===== src/design/sqlkw_pkg.sv =====
package sqlkw_pkg;

	localparam int KEYWORD_MAX = 9;
	localparam int OFFSET_BITS = 32;
	localparam int LENGTH_BITS = 16;
	localparam int KIND_W = 6;
	localparam int BYTE_W = 8;
	localparam int PIDX_W = $clog2(KEYWORD_MAX);
	localparam int IN_DATA_W = ((BYTE_W + 7) / 8) * 8;
	localparam int OUT_FIELD_W = KIND_W + OFFSET_BITS + LENGTH_BITS + 1;
	localparam int OUT_DATA_W = ((OUT_FIELD_W + 7) / 8) * 8;
	localparam logic [LENGTH_BITS-1:0] LEN_MAX = '1;

	localparam logic [KIND_W-1:0] K_IDENT = 6'd0;
	localparam logic [KIND_W-1:0] K_INT = 6'd1;
	localparam logic [KIND_W-1:0] K_FLOAT = 6'd2;
	localparam logic [KIND_W-1:0] K_STR = 6'd3;
	localparam logic [KIND_W-1:0] K_LPAREN = 6'd4;
	localparam logic [KIND_W-1:0] K_RPAREN = 6'd5;
	localparam logic [KIND_W-1:0] K_COMMA = 6'd6;
	localparam logic [KIND_W-1:0] K_EQ = 6'd7;
	localparam logic [KIND_W-1:0] K_LT = 6'd8;
	localparam logic [KIND_W-1:0] K_LE = 6'd9;
	localparam logic [KIND_W-1:0] K_NE = 6'd10;
	localparam logic [KIND_W-1:0] K_GT = 6'd11;
	localparam logic [KIND_W-1:0] K_GE = 6'd12;
	localparam logic [KIND_W-1:0] K_PLUS = 6'd13;
	localparam logic [KIND_W-1:0] K_MINUS = 6'd14;
	localparam logic [KIND_W-1:0] K_STAR = 6'd15;
	localparam logic [KIND_W-1:0] K_SLASH = 6'd16;
	localparam logic [KIND_W-1:0] K_SEMI = 6'd17;
	localparam logic [KIND_W-1:0] K_BAD = 6'd18;
	localparam int K_KW0 = 19;

	localparam logic [7:0] CH_SPACE = 8'h20;
	localparam logic [7:0] CH_TAB = 8'h09;
	localparam logic [7:0] CH_NL = 8'h0A;
	localparam logic [7:0] CH_QUOTE = 8'h22;
	localparam logic [7:0] CH_LPAREN = 8'h28;
	localparam logic [7:0] CH_RPAREN = 8'h29;
	localparam logic [7:0] CH_STAR = 8'h2A;
	localparam logic [7:0] CH_PLUS = 8'h2B;
	localparam logic [7:0] CH_COMMA = 8'h2C;
	localparam logic [7:0] CH_MINUS = 8'h2D;
	localparam logic [7:0] CH_DOT = 8'h2E;
	localparam logic [7:0] CH_SLASH = 8'h2F;
	localparam logic [7:0] CH_SEMI = 8'h3B;
	localparam logic [7:0] CH_LT = 8'h3C;
	localparam logic [7:0] CH_EQ = 8'h3D;
	localparam logic [7:0] CH_GT = 8'h3E;
	localparam logic [7:0] CH_UNDERSCORE = 8'h5F;
	localparam logic [7:0] CH_E = 8'h65;

	localparam int KW_COUNT = 38;
	localparam logic [8*KEYWORD_MAX-1:0] KW_TEXT [KW_COUNT] = '{
		"and", "bool", "by", "close", "create", "connect", "drop", "desc",
		"delete", "describe", "database", "databases", "distinct", "exit",
		"exists", "float", "false", "from", "int", "into", "insert", "if", "is",
		"null", "not", "open", "or", "order", "string", "select", "set", "show",
		"true", "table", "tables", "update", "values", "where"
	};
	localparam int KW_LEN [KW_COUNT] = '{
		3, 4, 2, 5, 6, 7, 4, 4,
		6, 8, 8, 9, 8, 4,
		6, 5, 5, 4, 3, 4, 6, 2, 2,
		4, 3, 4, 2, 5, 6, 6, 3, 4,
		4, 5, 6, 6, 6, 5
	};

	typedef struct packed {
		logic [KIND_W-1:0] kind;
		logic [OFFSET_BITS-1:0] start;
		logic [LENGTH_BITS-1:0] length;
		logic last;
	} res_t;

	function automatic logic is_space(input logic [7:0] c);
		return (c == CH_SPACE) || (c == CH_TAB) || (c == CH_NL);
	endfunction

	function automatic logic is_digit(input logic [7:0] c);
		return (c >= 8'h30) && (c <= 8'h39);
	endfunction

	function automatic logic is_letter(input logic [7:0] c);
		return ((c >= 8'h41) && (c <= 8'h5A)) || ((c >= 8'h61) && (c <= 8'h7A));
	endfunction

	function automatic logic [KIND_W-1:0] kw_lookup(
		input logic [KEYWORD_MAX-1:0][7:0] pref,
		input logic [LENGTH_BITS-1:0] len
	);
		logic [KIND_W-1:0] kind;
		logic same;
		kind = K_IDENT;
		for (int i = KW_COUNT - 1; i >= 0; i--) begin
			same = (len == LENGTH_BITS'(KW_LEN[i]));
			for (int j = 0; j < KW_LEN[i]; j++) begin
				if (pref[j] != KW_TEXT[i][8*(KW_LEN[i]-1-j) +: 8]) begin
					same = 1'b0;
				end
			end
			if (same) begin
				kind = KIND_W'(K_KW0 + i);
			end
		end
		return kind;
	endfunction

endpackage


===== src/design/sql_keyword_lexer_top.sv =====
// Channel   Direction  Payload (tdata from bit 0 up)                    tlast
// s_axis    in         text_byte                                        end_of_text
// m_axis    out        token_kind, token_start, token_length, is_error  last_of_run
//
// A byte is registered on acceptance and lexed from that register, which writes up to two
// tokens into a four-entry result queue. One byte per cycle is sustained while the queue
// has room for two tokens; the one-token-per-cycle output drain sets the limit otherwise.
// Reset clears the scanner state, the byte offset and the queue.
// A stalled output backs up the queue first, then the input register.
module sql_keyword_lexer_top (
	input  logic clk,
	input  logic arst_n,
	input  logic s_axis_tvalid,
	output logic s_axis_tready,
	input  logic [sqlkw_pkg::IN_DATA_W-1:0] s_axis_tdata,  // text_byte
	input  logic s_axis_tlast,
	output logic m_axis_tvalid,
	input  logic m_axis_tready,
	// token_kind, token_start, token_length, is_error
	output logic [sqlkw_pkg::OUT_DATA_W-1:0] m_axis_tdata,
	output logic m_axis_tlast
);

	typedef enum logic [2:0] {
		M_IDLE, M_NUM, M_STR, M_WORD, M_BAD, M_LT, M_GT
	} mode_t;

	localparam int FIFO_DEPTH = 4;
	localparam int PTR_W = $clog2(FIFO_DEPTH);

	logic valid_s1;
	logic [7:0] byte_s1;
	logic last_s1;

	mode_t mode_q, mode_n, mode_b;
	logic [sqlkw_pkg::OFFSET_BITS-1:0] start_q, start_n;
	logic [sqlkw_pkg::LENGTH_BITS-1:0] len_q, len_n, len_grow;
	logic point_q, point_n;
	logic [sqlkw_pkg::KEYWORD_MAX-1:0][7:0] pref_q, pref_n;
	logic [sqlkw_pkg::OFFSET_BITS-1:0] pos_q, pos_n;

	sqlkw_pkg::res_t fifo_q [FIFO_DEPTH];
	logic [PTR_W-1:0] wr_ptr_q, rd_ptr_q;
	logic [PTR_W:0] count_q;

	logic adv, pop, taken;
	logic e1v, e2v, e3v;
	logic [sqlkw_pkg::KIND_W-1:0] e1_kind, e2_kind, e3_kind, kw_old_kind, kw_new_kind;
	logic [sqlkw_pkg::OFFSET_BITS-1:0] e1_start, e2_start, e3_start;
	logic [sqlkw_pkg::LENGTH_BITS-1:0] e1_len, e2_len, e3_len;
	sqlkw_pkg::res_t res0, res1;
	logic [1:0] push_n;
	sqlkw_pkg::res_t head;

	assign adv = valid_s1 && (count_q <= (PTR_W+1)'(FIFO_DEPTH - 2));
	assign s_axis_tready = !valid_s1 || adv;
	assign pop = m_axis_tvalid && m_axis_tready;
	assign len_grow = (len_q == sqlkw_pkg::LEN_MAX) ? len_q : len_q + 1'b1;

	assign kw_old_kind = sqlkw_pkg::kw_lookup(pref_q, len_q);
	assign kw_new_kind = sqlkw_pkg::kw_lookup(pref_n, len_n);

	always_comb begin
		mode_b = mode_q;
		start_n = start_q;
		len_n = len_q;
		point_n = point_q;
		pref_n = pref_q;
		taken = 1'b1;
		e1v = 1'b0;
		e1_kind = sqlkw_pkg::K_IDENT;
		e1_start = start_q;
		e1_len = len_q;
		e2v = 1'b0;
		e2_kind = sqlkw_pkg::K_IDENT;
		e2_start = pos_q;
		e2_len = sqlkw_pkg::LENGTH_BITS'(1);

		case (mode_q)
			M_NUM: begin
				if (sqlkw_pkg::is_digit(byte_s1) || byte_s1 == sqlkw_pkg::CH_DOT
						|| byte_s1 == sqlkw_pkg::CH_E || byte_s1 == sqlkw_pkg::CH_MINUS) begin
					if (byte_s1 == sqlkw_pkg::CH_DOT) begin
						point_n = 1'b1;
					end
					len_n = len_grow;
				end else begin
					e1v = 1'b1;
					e1_kind = point_q ? sqlkw_pkg::K_FLOAT : sqlkw_pkg::K_INT;
					taken = 1'b0;
				end
			end
			M_STR: begin
				if (byte_s1 == sqlkw_pkg::CH_QUOTE) begin
					e1v = 1'b1;
					e1_kind = sqlkw_pkg::K_STR;
					mode_b = M_IDLE;
				end else begin
					len_n = len_grow;
				end
			end
			M_WORD: begin
				if (sqlkw_pkg::is_letter(byte_s1) || sqlkw_pkg::is_digit(byte_s1)
						|| byte_s1 == sqlkw_pkg::CH_UNDERSCORE) begin
					if (len_q < sqlkw_pkg::LENGTH_BITS'(sqlkw_pkg::KEYWORD_MAX)) begin
						pref_n[len_q[sqlkw_pkg::PIDX_W-1:0]] = byte_s1;
					end
					len_n = len_grow;
				end else begin
					e1v = 1'b1;
					e1_kind = kw_old_kind;
					taken = 1'b0;
				end
			end
			M_BAD: begin
				if (sqlkw_pkg::is_space(byte_s1) || byte_s1 == sqlkw_pkg::CH_SEMI) begin
					e1v = 1'b1;
					e1_kind = sqlkw_pkg::K_BAD;
					taken = 1'b0;
				end else begin
					len_n = len_grow;
				end
			end
			M_LT: begin
				e1v = 1'b1;
				if (byte_s1 == sqlkw_pkg::CH_EQ || byte_s1 == sqlkw_pkg::CH_GT) begin
					e1_kind = (byte_s1 == sqlkw_pkg::CH_EQ) ? sqlkw_pkg::K_LE : sqlkw_pkg::K_NE;
					e1_len = sqlkw_pkg::LENGTH_BITS'(2);
					mode_b = M_IDLE;
				end else begin
					e1_kind = sqlkw_pkg::K_LT;
					e1_len = sqlkw_pkg::LENGTH_BITS'(1);
					taken = 1'b0;
				end
			end
			M_GT: begin
				e1v = 1'b1;
				if (byte_s1 == sqlkw_pkg::CH_EQ) begin
					e1_kind = sqlkw_pkg::K_GE;
					e1_len = sqlkw_pkg::LENGTH_BITS'(2);
					mode_b = M_IDLE;
				end else begin
					e1_kind = sqlkw_pkg::K_GT;
					e1_len = sqlkw_pkg::LENGTH_BITS'(1);
					taken = 1'b0;
				end
			end
			default: begin
				taken = 1'b0;
			end
		endcase

		if (!taken) begin
			start_n = pos_q;
			len_n = sqlkw_pkg::LENGTH_BITS'(1);
			point_n = 1'b0;
			mode_b = M_IDLE;
			case (byte_s1)
				sqlkw_pkg::CH_SPACE, sqlkw_pkg::CH_TAB, sqlkw_pkg::CH_NL: begin
					mode_b = M_IDLE;
				end
				sqlkw_pkg::CH_LPAREN: begin
					e2v = 1'b1;
					e2_kind = sqlkw_pkg::K_LPAREN;
				end
				sqlkw_pkg::CH_RPAREN: begin
					e2v = 1'b1;
					e2_kind = sqlkw_pkg::K_RPAREN;
				end
				sqlkw_pkg::CH_COMMA: begin
					e2v = 1'b1;
					e2_kind = sqlkw_pkg::K_COMMA;
				end
				sqlkw_pkg::CH_EQ: begin
					e2v = 1'b1;
					e2_kind = sqlkw_pkg::K_EQ;
				end
				sqlkw_pkg::CH_PLUS: begin
					e2v = 1'b1;
					e2_kind = sqlkw_pkg::K_PLUS;
				end
				sqlkw_pkg::CH_MINUS: begin
					e2v = 1'b1;
					e2_kind = sqlkw_pkg::K_MINUS;
				end
				sqlkw_pkg::CH_STAR: begin
					e2v = 1'b1;
					e2_kind = sqlkw_pkg::K_STAR;
				end
				sqlkw_pkg::CH_SLASH: begin
					e2v = 1'b1;
					e2_kind = sqlkw_pkg::K_SLASH;
				end
				sqlkw_pkg::CH_SEMI: begin
					e2v = 1'b1;
					e2_kind = sqlkw_pkg::K_SEMI;
				end
				sqlkw_pkg::CH_LT: begin
					mode_b = M_LT;
				end
				sqlkw_pkg::CH_GT: begin
					mode_b = M_GT;
				end
				sqlkw_pkg::CH_QUOTE: begin
					mode_b = M_STR;
					start_n = pos_q + 1'b1;
					len_n = '0;
				end
				default: begin
					if (sqlkw_pkg::is_digit(byte_s1) || byte_s1 == sqlkw_pkg::CH_DOT) begin
						mode_b = M_NUM;
						point_n = (byte_s1 == sqlkw_pkg::CH_DOT);
					end else if (sqlkw_pkg::is_letter(byte_s1)
							|| byte_s1 == sqlkw_pkg::CH_UNDERSCORE) begin
						mode_b = M_WORD;
						pref_n[0] = byte_s1;
					end else begin
						mode_b = M_BAD;
					end
				end
			endcase
		end
	end

	always_comb begin
		e3v = 1'b0;
		e3_kind = sqlkw_pkg::K_IDENT;
		e3_start = start_n;
		e3_len = len_n;
		mode_n = mode_b;
		pos_n = pos_q + 1'b1;
		if (last_s1) begin
			mode_n = M_IDLE;
			pos_n = '0;
			e3v = (mode_b != M_IDLE);
			case (mode_b)
				M_NUM: e3_kind = point_n ? sqlkw_pkg::K_FLOAT : sqlkw_pkg::K_INT;
				M_STR: e3_kind = sqlkw_pkg::K_STR;
				M_WORD: e3_kind = kw_new_kind;
				M_BAD: e3_kind = sqlkw_pkg::K_BAD;
				M_LT: begin
					e3_kind = sqlkw_pkg::K_LT;
					e3_len = sqlkw_pkg::LENGTH_BITS'(1);
				end
				M_GT: begin
					e3_kind = sqlkw_pkg::K_GT;
					e3_len = sqlkw_pkg::LENGTH_BITS'(1);
				end
				default: e3v = 1'b0;
			endcase
		end
	end

	always_comb begin
		push_n = 2'(e1v) + 2'(e2v) + 2'(e3v);
		if (e1v) begin
			res0 = '{kind: e1_kind, start: e1_start, length: e1_len, last: 1'b0};
		end else if (e2v) begin
			res0 = '{kind: e2_kind, start: e2_start, length: e2_len, last: 1'b0};
		end else begin
			res0 = '{kind: e3_kind, start: e3_start, length: e3_len, last: 1'b0};
		end
		if (e1v && e2v) begin
			res1 = '{kind: e2_kind, start: e2_start, length: e2_len, last: 1'b1};
		end else begin
			res1 = '{kind: e3_kind, start: e3_start, length: e3_len, last: 1'b1};
		end
		res0.last = (push_n == 2'd1);
	end

	assign head = fifo_q[rd_ptr_q];
	assign m_axis_tvalid = (count_q != '0);
	assign m_axis_tlast = head.last;
	assign m_axis_tdata = sqlkw_pkg::OUT_DATA_W'({head.kind == sqlkw_pkg::K_BAD,
		head.length, head.start, head.kind});

	always_ff @(posedge clk or negedge arst_n) begin
		if (!arst_n) begin
			valid_s1 <= 1'b0;
			mode_q <= M_IDLE;
			start_q <= '0;
			len_q <= '0;
			point_q <= 1'b0;
			pos_q <= '0;
			wr_ptr_q <= '0;
			rd_ptr_q <= '0;
			count_q <= '0;
		end else begin
			if (s_axis_tready) begin
				valid_s1 <= s_axis_tvalid;
			end
			if (adv) begin
				mode_q <= mode_n;
				start_q <= start_n;
				len_q <= len_n;
				point_q <= point_n;
				pos_q <= pos_n;
				wr_ptr_q <= wr_ptr_q + PTR_W'(push_n);
			end
			if (pop) begin
				rd_ptr_q <= rd_ptr_q + 1'b1;
			end
			count_q <= count_q + (adv ? (PTR_W+1)'(push_n) : '0) - (PTR_W+1)'(pop);
		end
	end

	always_ff @(posedge clk) begin
		if (s_axis_tvalid && s_axis_tready) begin
			byte_s1 <= s_axis_tdata[7:0];
			last_s1 <= s_axis_tlast;
		end
		if (adv) begin
			pref_q <= pref_n;
			if (push_n != 2'd0) begin
				fifo_q[wr_ptr_q] <= res0;
			end
			if (push_n == 2'd2) begin
				fifo_q[wr_ptr_q + 1'b1] <= res1;
			end
		end
	end

`ifndef SYNTH
	a_count_bound: assert property (@(posedge clk) disable iff (!arst_n)
		count_q <= (PTR_W+1)'(FIFO_DEPTH))
		else $error("result queue overfilled");

	a_count_track: assert property (@(posedge clk) disable iff (!arst_n)
		(adv || pop) |=> count_q == $past(count_q)
			+ ($past(adv) ? (PTR_W+1)'($past(push_n)) : '0) - (PTR_W+1)'($past(pop)))
		else $error("result queue count out of step with pushes and pops");

	a_end_flush: assert property (@(posedge clk) disable iff (!arst_n)
		(adv && last_s1) |=> (mode_q == M_IDLE) && (pos_q == '0))
		else $error("end of text did not return the scanner to idle");
`endif

endmodule


===== config.mk =====
export PLATFORM = sky130hd
export DESIGN_NAME = sql_keyword_lexer_top
export DESIGN_NICKNAME = d
export VERILOG_FILES = /design/src/design/sqlkw_pkg.sv /design/src/design/sql_keyword_lexer_top.sv
export SDC_FILE = /design/constraint.sdc
export NUM_CORES = 1
export LEC_CHECK = 0
export BUFFER_PORTS_ARGS = -buffer_cell sky130_fd_sc_hd__clkbuf_2
export CAP_MARGIN = 20
export CORE_AREA = 3 3 261 263
export CTS_CLUSTER_DIAMETER = 60
export DETAILED_ROUTE_END_ITERATION = 8
export DIE_AREA = 0 0 264 266
export PLACE_DENSITY = 0.6
export SLEW_MARGIN = 30
export SYNTH_ARGS = -nofsm -noshare
export SYNTH_HDL_FRONTEND = slang
export SYNTH_SLANG_ARGS = --single-unit

===== constraint.sdc =====
create_clock -name clk -period 16.46 [get_ports clk]
set_input_delay 1.646 -clock clk [delete_from_list [all_inputs] [get_ports clk]]
set_output_delay 1.646 -clock clk [all_outputs]
set_load 0.01 [all_outputs]

==> results.txt, run 1 <==
I/O pin cnt: 72
Most frequent cell after synthesis: nand2_1
TritonRoute pass-1 iters: 8
Total CTS buffers: 44
Sequential share of the synthesized area: 42.9%
# DRC: 0
Fin crit share: 41.0%
CP startpoint kind: flip-flop
Final instance area: 29,000 um2
Ys flop type: edfxtp_1
M1 wire length: 46,000 um
Setup Viol. Count Final: 0
Number of port buffers: 70
Largest net degree at the start of global routing: 82
CP delay by family, top: simple AND/OR/NAND/NOR gates
Total Nets Final: 2,906
Remaining antenna violation count: 0
Global-route wire length before repair: 159,000 um
Worst path depth: 16
Yosys top cell by area: edfxtp_1
Metal2 WL: 48,700 um
HPWL after detailed placement: 79,100 um
Hold path depth: 1
Wirelength per Cell: 29.0 um
Setup CP Type: reg -> reg
Syn avg cell area: 9.07 um2
Status: complete, no violations
Number of synthesized flops with an enable pin: 297
Post-Synthesis Cells: 2,906
DRT iter0 DRCs: 3,401
CP endpoint kind: flip-flop
Core area: 65,900 um2
Vias in the first global route: 23,300
Die area: 70,200 um2
Overflow after GRT: 0
Clock Pin Slew Worst Setup and Hold Paths: 60 ps
Clock tree root driver cell: clkbuf_16
Worst skew pair latency: 600 ps
Share of flip-flops with an asynchronous set or reset: 23.4%
Critical path peak fanout: 50
Post-synthesis register bit count: 393
Number of H-tree levels: 2
Netlist cell types: 100
Crit-path cells: buf_4 -> or4_1 -> a21o_1 -> a21oi_2 -> buf_4 -> nand2_1 -> a21oi_1 -> o21ai_1 -> or2_2 -> o21a_1 -> fa_1 -> o21ai_0 -> or2_2 -> buf_4 -> nand2_2 -> buf_4
Share of the synthesized area in the top cell type: 33.8%
Via count: 25,100
Die Y-Extent: 266 um
Hold_buf cts: 0
Layout cell share with drive strength beyond 1: 13.3%
Max Cap Viol: 0
Starting Density: 40.0%
Fin crit period: 6740 ps
YS warnings: 0
Chip width: 264 um
Synth top area cells: edfxtp_1 (34%), dfrtp_1 (8.7%), nand2_1 (6.0%), o21ai_0 (4.8%), mux4_2 (4.7%)
GRT Total Usage: 30.1%
CP most frequent cell: buf_4
Initial antenna violation count: 3
Vias per std cell: 6.63
Post-Syn Nets: 2,931
Max incr delay on CP: 740 ps
Total length of routed met3 wires: 10,600 um
Buf/Inv on CP: 4
FF-to-FF path depth: 16
RSZ-0062 raised after global routing: false
Final Max Tran Viols: 0
# clock sinks: 393
Leakage power: 9.54 nW
Synth Cell Area: 26,400 um2
Antenna Cells: 0
Setup TNS: 0 ps
Max Freq: 148 MHz
Pwr dens: 144 nW/um2
Worst slew margin: 25.8%
Fillcell total: 6,377
Post-CTS Setup Bufs: 0
Slew @ Worst Pin: 1100 ps
Routability cong.: 1.06
Area grow syn2layout: 10.1%
Slowest stage cell, crit path: fa_1
TritonCTS clock tree: yes
Cts repair resizes: 0
Final clock skew: 35.5 ps
Worst IR Drop VDD: 0.000105 V
Critical Path AT: 6950 ps
Top sig layer: met5
Row count: 94
Placed inst area: 27,500 um2
Drt total wl: 110,000 um
HP Class: reg -> reg
Top cells by count, synth: nand2_1 (422), edfxtp_1 (297), o21ai_0 (255), nor2_1 (239), a21oi_1 (160)
Hold Vio Cnt, Final: 0
Clock Tree Buf Depth: 3
Worst EP required: 16,670 ps
[sequential cells by signal, indices dropped and copies added (netlist names), 2 cells and up]
| register | cells |
|---|---|
| byte_s1 | 8 |
| count_q | 3 |
| e1_start | 32 |
| e2_start | 32 |
| fifo_q | 220 |
| len_q | 16 |
| mode_q | 3 |
| pref_q | 72 |
| rd_ptr_q | 2 |
| wr_ptr_q | 2 |
[path summary, 6_finish.rpt]
| path | to | startpoint | slack [ps] |
|---|---|---|---|
| max reg2reg | fifo_q[1][2]$_DFFE_PP_ | byte_s1[3]$_DFFE_PP_ | 9720 |
| min reg2reg | fifo_q[2][0]$_SDFFE_PP1P_ | fifo_q[2][0]$_SDFFE_PP1P_ | 460 |
| min | fifo_q[2][0]$_SDFFE_PP1P_ | fifo_q[2][0]$_SDFFE_PP1P_ | 460 |
| max | fifo_q[1][2]$_DFFE_PP_ | byte_s1[3]$_DFFE_PP_ | 9720 |
| max in group asynchronous | rd_ptr_q[0]$_DFFE_PN0P_ | arst_n | 14070 |
| min in group asynchronous | e1_start[24]$_DFFE_PN0P_ | arst_n | 1040 |
[layout by cell type, fill, tap and decap left out, types with 48 or more instances in the layout]
master and instances:
a21oi_1 160, buf_4 65, clkbuf_2 69, dfrtp_1 90, edfxtp_1 297, mux2_2 57
mux2i_1 48, mux4_2 55, nand2_1 416, nand3_1 114, nand4_1 61, nor2_1 235
nor3_1 93, nor4_1 67, o21ai_0 255, o22ai_1 118
[where the power goes]
part	internal [mW]	switching, mW	total, mW
Sequential	1.32	0.184	1.50
Clock	0.562	0.416	0.978
Combinational	0.516	1.19	1.71
[area by class of cell]
| type | count | area (um2) | share of cell area [%] |
|---|---|---|---|
| multi-input cells | 2271 | 14200 | 48.9 |
| flip-flops and latches | 393 | 11300 | 39.0 |
| clock buffers | 63 | 1200 | 4.14 |
| well taps | 864 | 1080 | 3.72 |
| repair buffers | 136 | 872 | 3.00 |
| clock inverters | 18 | 231 | 0.798 |
| inverters | 35 | 133 | 0.457 |
[routing by layer]
metal | GRT usage, % | up-vias
met3 | 4.81 | 263
met4 | 9.93 | 4
met1 | 42.9 | 12300
met5 | 0 | -
li1 | - | 11000
met2 | 47.0 | 1540
[metrics by stage]
stage | worst slack, ps | total power [mW] | utilization [%] | std cells | hold slack, ps
after floorplan | 10300 | 2.56 | - | 2906 | 431
after global placement | 9840 | 3.17 | 41.8 | 3697 | 442
after detailed placement | 9770 | 3.19 | 41.8 | 3697 | 453
after CTS | 9740 | 4.17 | 44.0 | 3778 | 463
after global routing | 9370 | 4.37 | 44.1 | 3780 | 484
final | 9720 | 4.19 | 44.1 | 3780 | 464
[cell families after synthesis]
group,synth area share [%]
other,0.0142
multiplexers,9.07
adder cells (fa/ha/maj),0.626
buffers and inverters,3.65
AO/OA/AOI/OAI,17.0
AND/OR/NAND/NOR,25.5
flip-flops,42.9
XOR/XNOR,1.30
[worst reg2reg max path: cells and delay by family (launching register included)]
kind | cells | cell delay, ps
fa+ha+maj | 1 | 740
flops | 1 | 350
simple gates | 5 | 2040
compound gates | 6 | 1460
buf+inv | 4 | 1720
(Power assumes the default switching activity.)
==> run 2, diff against run 1 <==
==> constraint.sdc (replaced) <==
create_clock -name clk -period 7 [get_ports clk]
set_input_delay 0.7 -clock clk [delete_from_list [all_inputs] [get_ports clk]]
set_output_delay 0.7 -clock clk [all_outputs]
set_load 0.01 [all_outputs]
==> run 2 against run 1 <==
Critical path depth decreased by 3. Total power up 140%. Final cell count up 0.95%. Clock power rose to 2.6 times the previous value. Design area grew 1.4%. Non-clock buffer count rose by 29. Die area unchanged. Utilization increased by 0.60 points. Via count rose by 0.42%. Sequential share of layout area down 0.51 points. Register-to-register slack got worse by 8900 ps. Critical endpoint is now fifo_q[3][54]$_DFFE_PP_. Largest power group unchanged.
==> results.txt, run 2 (synthesis results as in run 1) <==
Clock Pin Slew Worst Setup and Hold Paths: 60 ps (about the same)
Area grow syn2layout: 11.6%
Setup TNS: 0 ps (unchanged)
Most common cell after layout, fill and taps aside: nand2_1
Worst slew margin: 19.9% (-6.0 points)
Final Max Tran Viols: 0 (unchanged)
DP Cell Count: 3,728 (+0.84%)
Status: complete, no violations
Starting Density: 40.0% (unchanged)
Drt total wl: 114,000 um (+4.5%)
Max incr delay on CP: 890 ps (+150 ps)
Fillcell total: 6,345 (-0.50%)
Global-route wire length before repair: 166,000 um (+4.2%)
Max Freq: 162 MHz (+9.1%)
Fin crit period: 6180 ps (-561 ps)
Die area: 70,200 um2 (unchanged)
Core area: 65,900 um2 (unchanged)
# DRC: 0 (unchanged)
DRT iter0 DRCs: 3,121 (-8.2%)
Largest Register: fifo_q
Commonest non-fill, non-tap cells in the layout: nand2_1 (416), edfxtp_1 (297), o21ai_0 (255)
Overflow after GRT: 0 (unchanged)
Finished Layout Cells: 3,816 (+0.95%)
Number of flip-flops under the largest register name: 220 (unchanged)
Routability cong.: 1.06 (about the same)
Layout cell share with drive strength beyond 1: 14.7% (+1.4 points)
Largest net degree at the start of global routing: 92 (+12%)
RSZ-0062 raised after global routing: false
Worst skew pair latency: 600 ps (about the same)
Number of H-tree levels: 2 (unchanged)
Worst EP required: 7440 ps (-9230 ps)
HPWL after detailed placement: 84,700 um (+7.1%)
Vias per std cell: 6.60 (-0.53%)
Hold Vio Cnt, Final: 0 (unchanged)
Worst reg2reg setup slack: 820 ps (-8900 ps)
Chip width: 264 um (unchanged)
Row count: 94 (unchanged)
Slew @ Worst Pin: 1190 ps (+88.9 ps)
Clock Tree Buf Depth: 3 (unchanged)
Remaining antenna violation count: 0 (unchanged)
Total CTS buffers: 46 (+4.5%)
Worst setup slack after layout: 819 ps (-8900 ps)
Post-CTS Setup Bufs: 0 (unchanged)
Vias in the first global route: 23,800 (+2.2%)
TritonCTS clock tree: yes
CP most frequent cell: a31oi_1
PnR Total Power: 10.1 mW (+140%)
HP Class: in -> async
Via count: 25,200 (+0.42%)
Leakage power: 9.76 nW (+2.3%)
Die Y-Extent: 266 um (unchanged)
I/O pin cnt: 72 (unchanged)
TritonRoute pass-1 iters: 7 (-1)
Max Cap Viol: 0 (unchanged)
Cts repair resizes: 0 (unchanged)
Critical Path AT: 6620 ps (-330 ps)
Critical path peak fanout: 25 (-50%)
Worst IR Drop VDD: 0.000211 V (+100%)
Buf/Inv on CP: 0 (-4)
Crit-path cells: o21ai_0 -> mux2i_1 -> o31a_1 -> nand4_1 -> a32oi_1 -> o21ai_1 -> nor4b_1 -> nand3_1 -> a31oi_1 -> nor3_1 -> a31oi_1 -> a31oi_1 -> o21ai_0
Largest regs: fifo_q x220, pref_q x72
CP startpoint kind: flip-flop
Setup CP Type: reg -> reg
GRT Total Usage: 31.7% (+1.6 points)
Initial antenna violation count: 8 (+5)
Pwr dens: 345 nW/um2 (+140%)
# clock sinks: 393 (unchanged)
Number of port buffers: 70 (unchanged)
Place WS: 977 ps (-8790 ps)
Fin crit share: 88.3% (+47 points)
CP delay by family, top: compound AO/OA/AOI/OAI gates
Setup Viol. Count Final: 0 (unchanged)
Final clock skew: 41.0 ps (+5.49 ps)
Wirelength per Cell: 30.0 um (+3.5%)
Total Nets Final: 2,937 (+1.1%)
Hold_buf cts: 0 (unchanged)
Slowest stage cell, crit path: edfxtp_1
CP endpoint kind: flip-flop
Clock tree root driver cell: clkbuf_16
[run 2: cell count changes in the layout (fill, tap and decap cells not counted), moves of 2 or more]
cell | before | now
buf_12 | 0 | 5
buf_4 | 65 | 90
bufinv_16 | 3 | 6
clkbuf_1 | 16 | 10
clkbuf_16 | 44 | 47
clkinv_1 | 7 | 3
clkinv_16 | 2 | 0
clkinv_2 | 2 | 10
diode_2 | 0 | 2
nor2_2 | 3 | 6
nor2_4 | 2 | 0
nor3_2 | 4 | 7
nor3_4 | 3 | 1
[run 2: per-layer routing]
| metal | GRT usage [%] | vias up | part of all wire, % |
|---|---|---|---|
| li1 | - | 11100 | - |
| met1 | 43.0 | 12500 | 42 |
| met2 | 49.4 | 1311 | 45 |
| met3 | 6.16 | 303 | 8.5 |
| met4 | 14.2 | 12 | 5.2 |
| met5 | 0 | - | 0.068 |
[run 2: area by class of cell]
| cell class | count | area [um2] | share of cell area [%] |
|---|---|---|---|
| Inverter | 35 | 133 | 0.451 |
| Sequential cell | 393 | 11300 | 38.4 |
| Tap cell | 864 | 1080 | 3.67 |
| Clock buffer | 61 | 1270 | 4.31 |
| Clock inverter | 25 | 309 | 1.05 |
| Multi-Input combinational cell | 2271 | 14200 | 48.2 |
| Antenna cell | 2 | 5.00 | 0.0170 |
| Timing Repair Buffer | 165 | 1130 | 3.85 |
[run 2: final timing paths]
kind,start,to,cells past startpoint
setup / recovery,byte_s1[2]$_DFFE_PP_,fifo_q[3][54]$_DFFE_PP_,13
hold / removal,arst_n,e1_start[23]$_DFFE_PN0P_,1
setup reg to reg,byte_s1[2]$_DFFE_PP_,fifo_q[3][54]$_DFFE_PP_,13
hold reg to reg,fifo_q[2][0]$_SDFFE_PP1P_,fifo_q[2][0]$_SDFFE_PP1P_,1
max in group asynchronous,arst_n,rd_ptr_q[0]$_DFFE_PN0P_,2
min in group clk,s_axis_tdata[0],byte_s1[0]$_DFFE_PP_,1
[run 2: through the flow]
stage,instance area (um2),hold slack (ps),util (%)
2_1_floorplan,26400,404,-
3_3_place_gp,27800,446,42.2
3_5_place_dp,27800,452,42.2
4_1_cts,29400,31.4,44.6
5_1_grt,29400,48.3,44.7
6_report,29400,38.8,44.7
[run 2: where the power goes]
group | internal (mW) | switching [mW] | leakage, nW
clock | 1.51 | 1.01 | 0.774
combinational | 1.26 | 2.75 | 4.89
sequential | 3.10 | 0.512 | 4.09
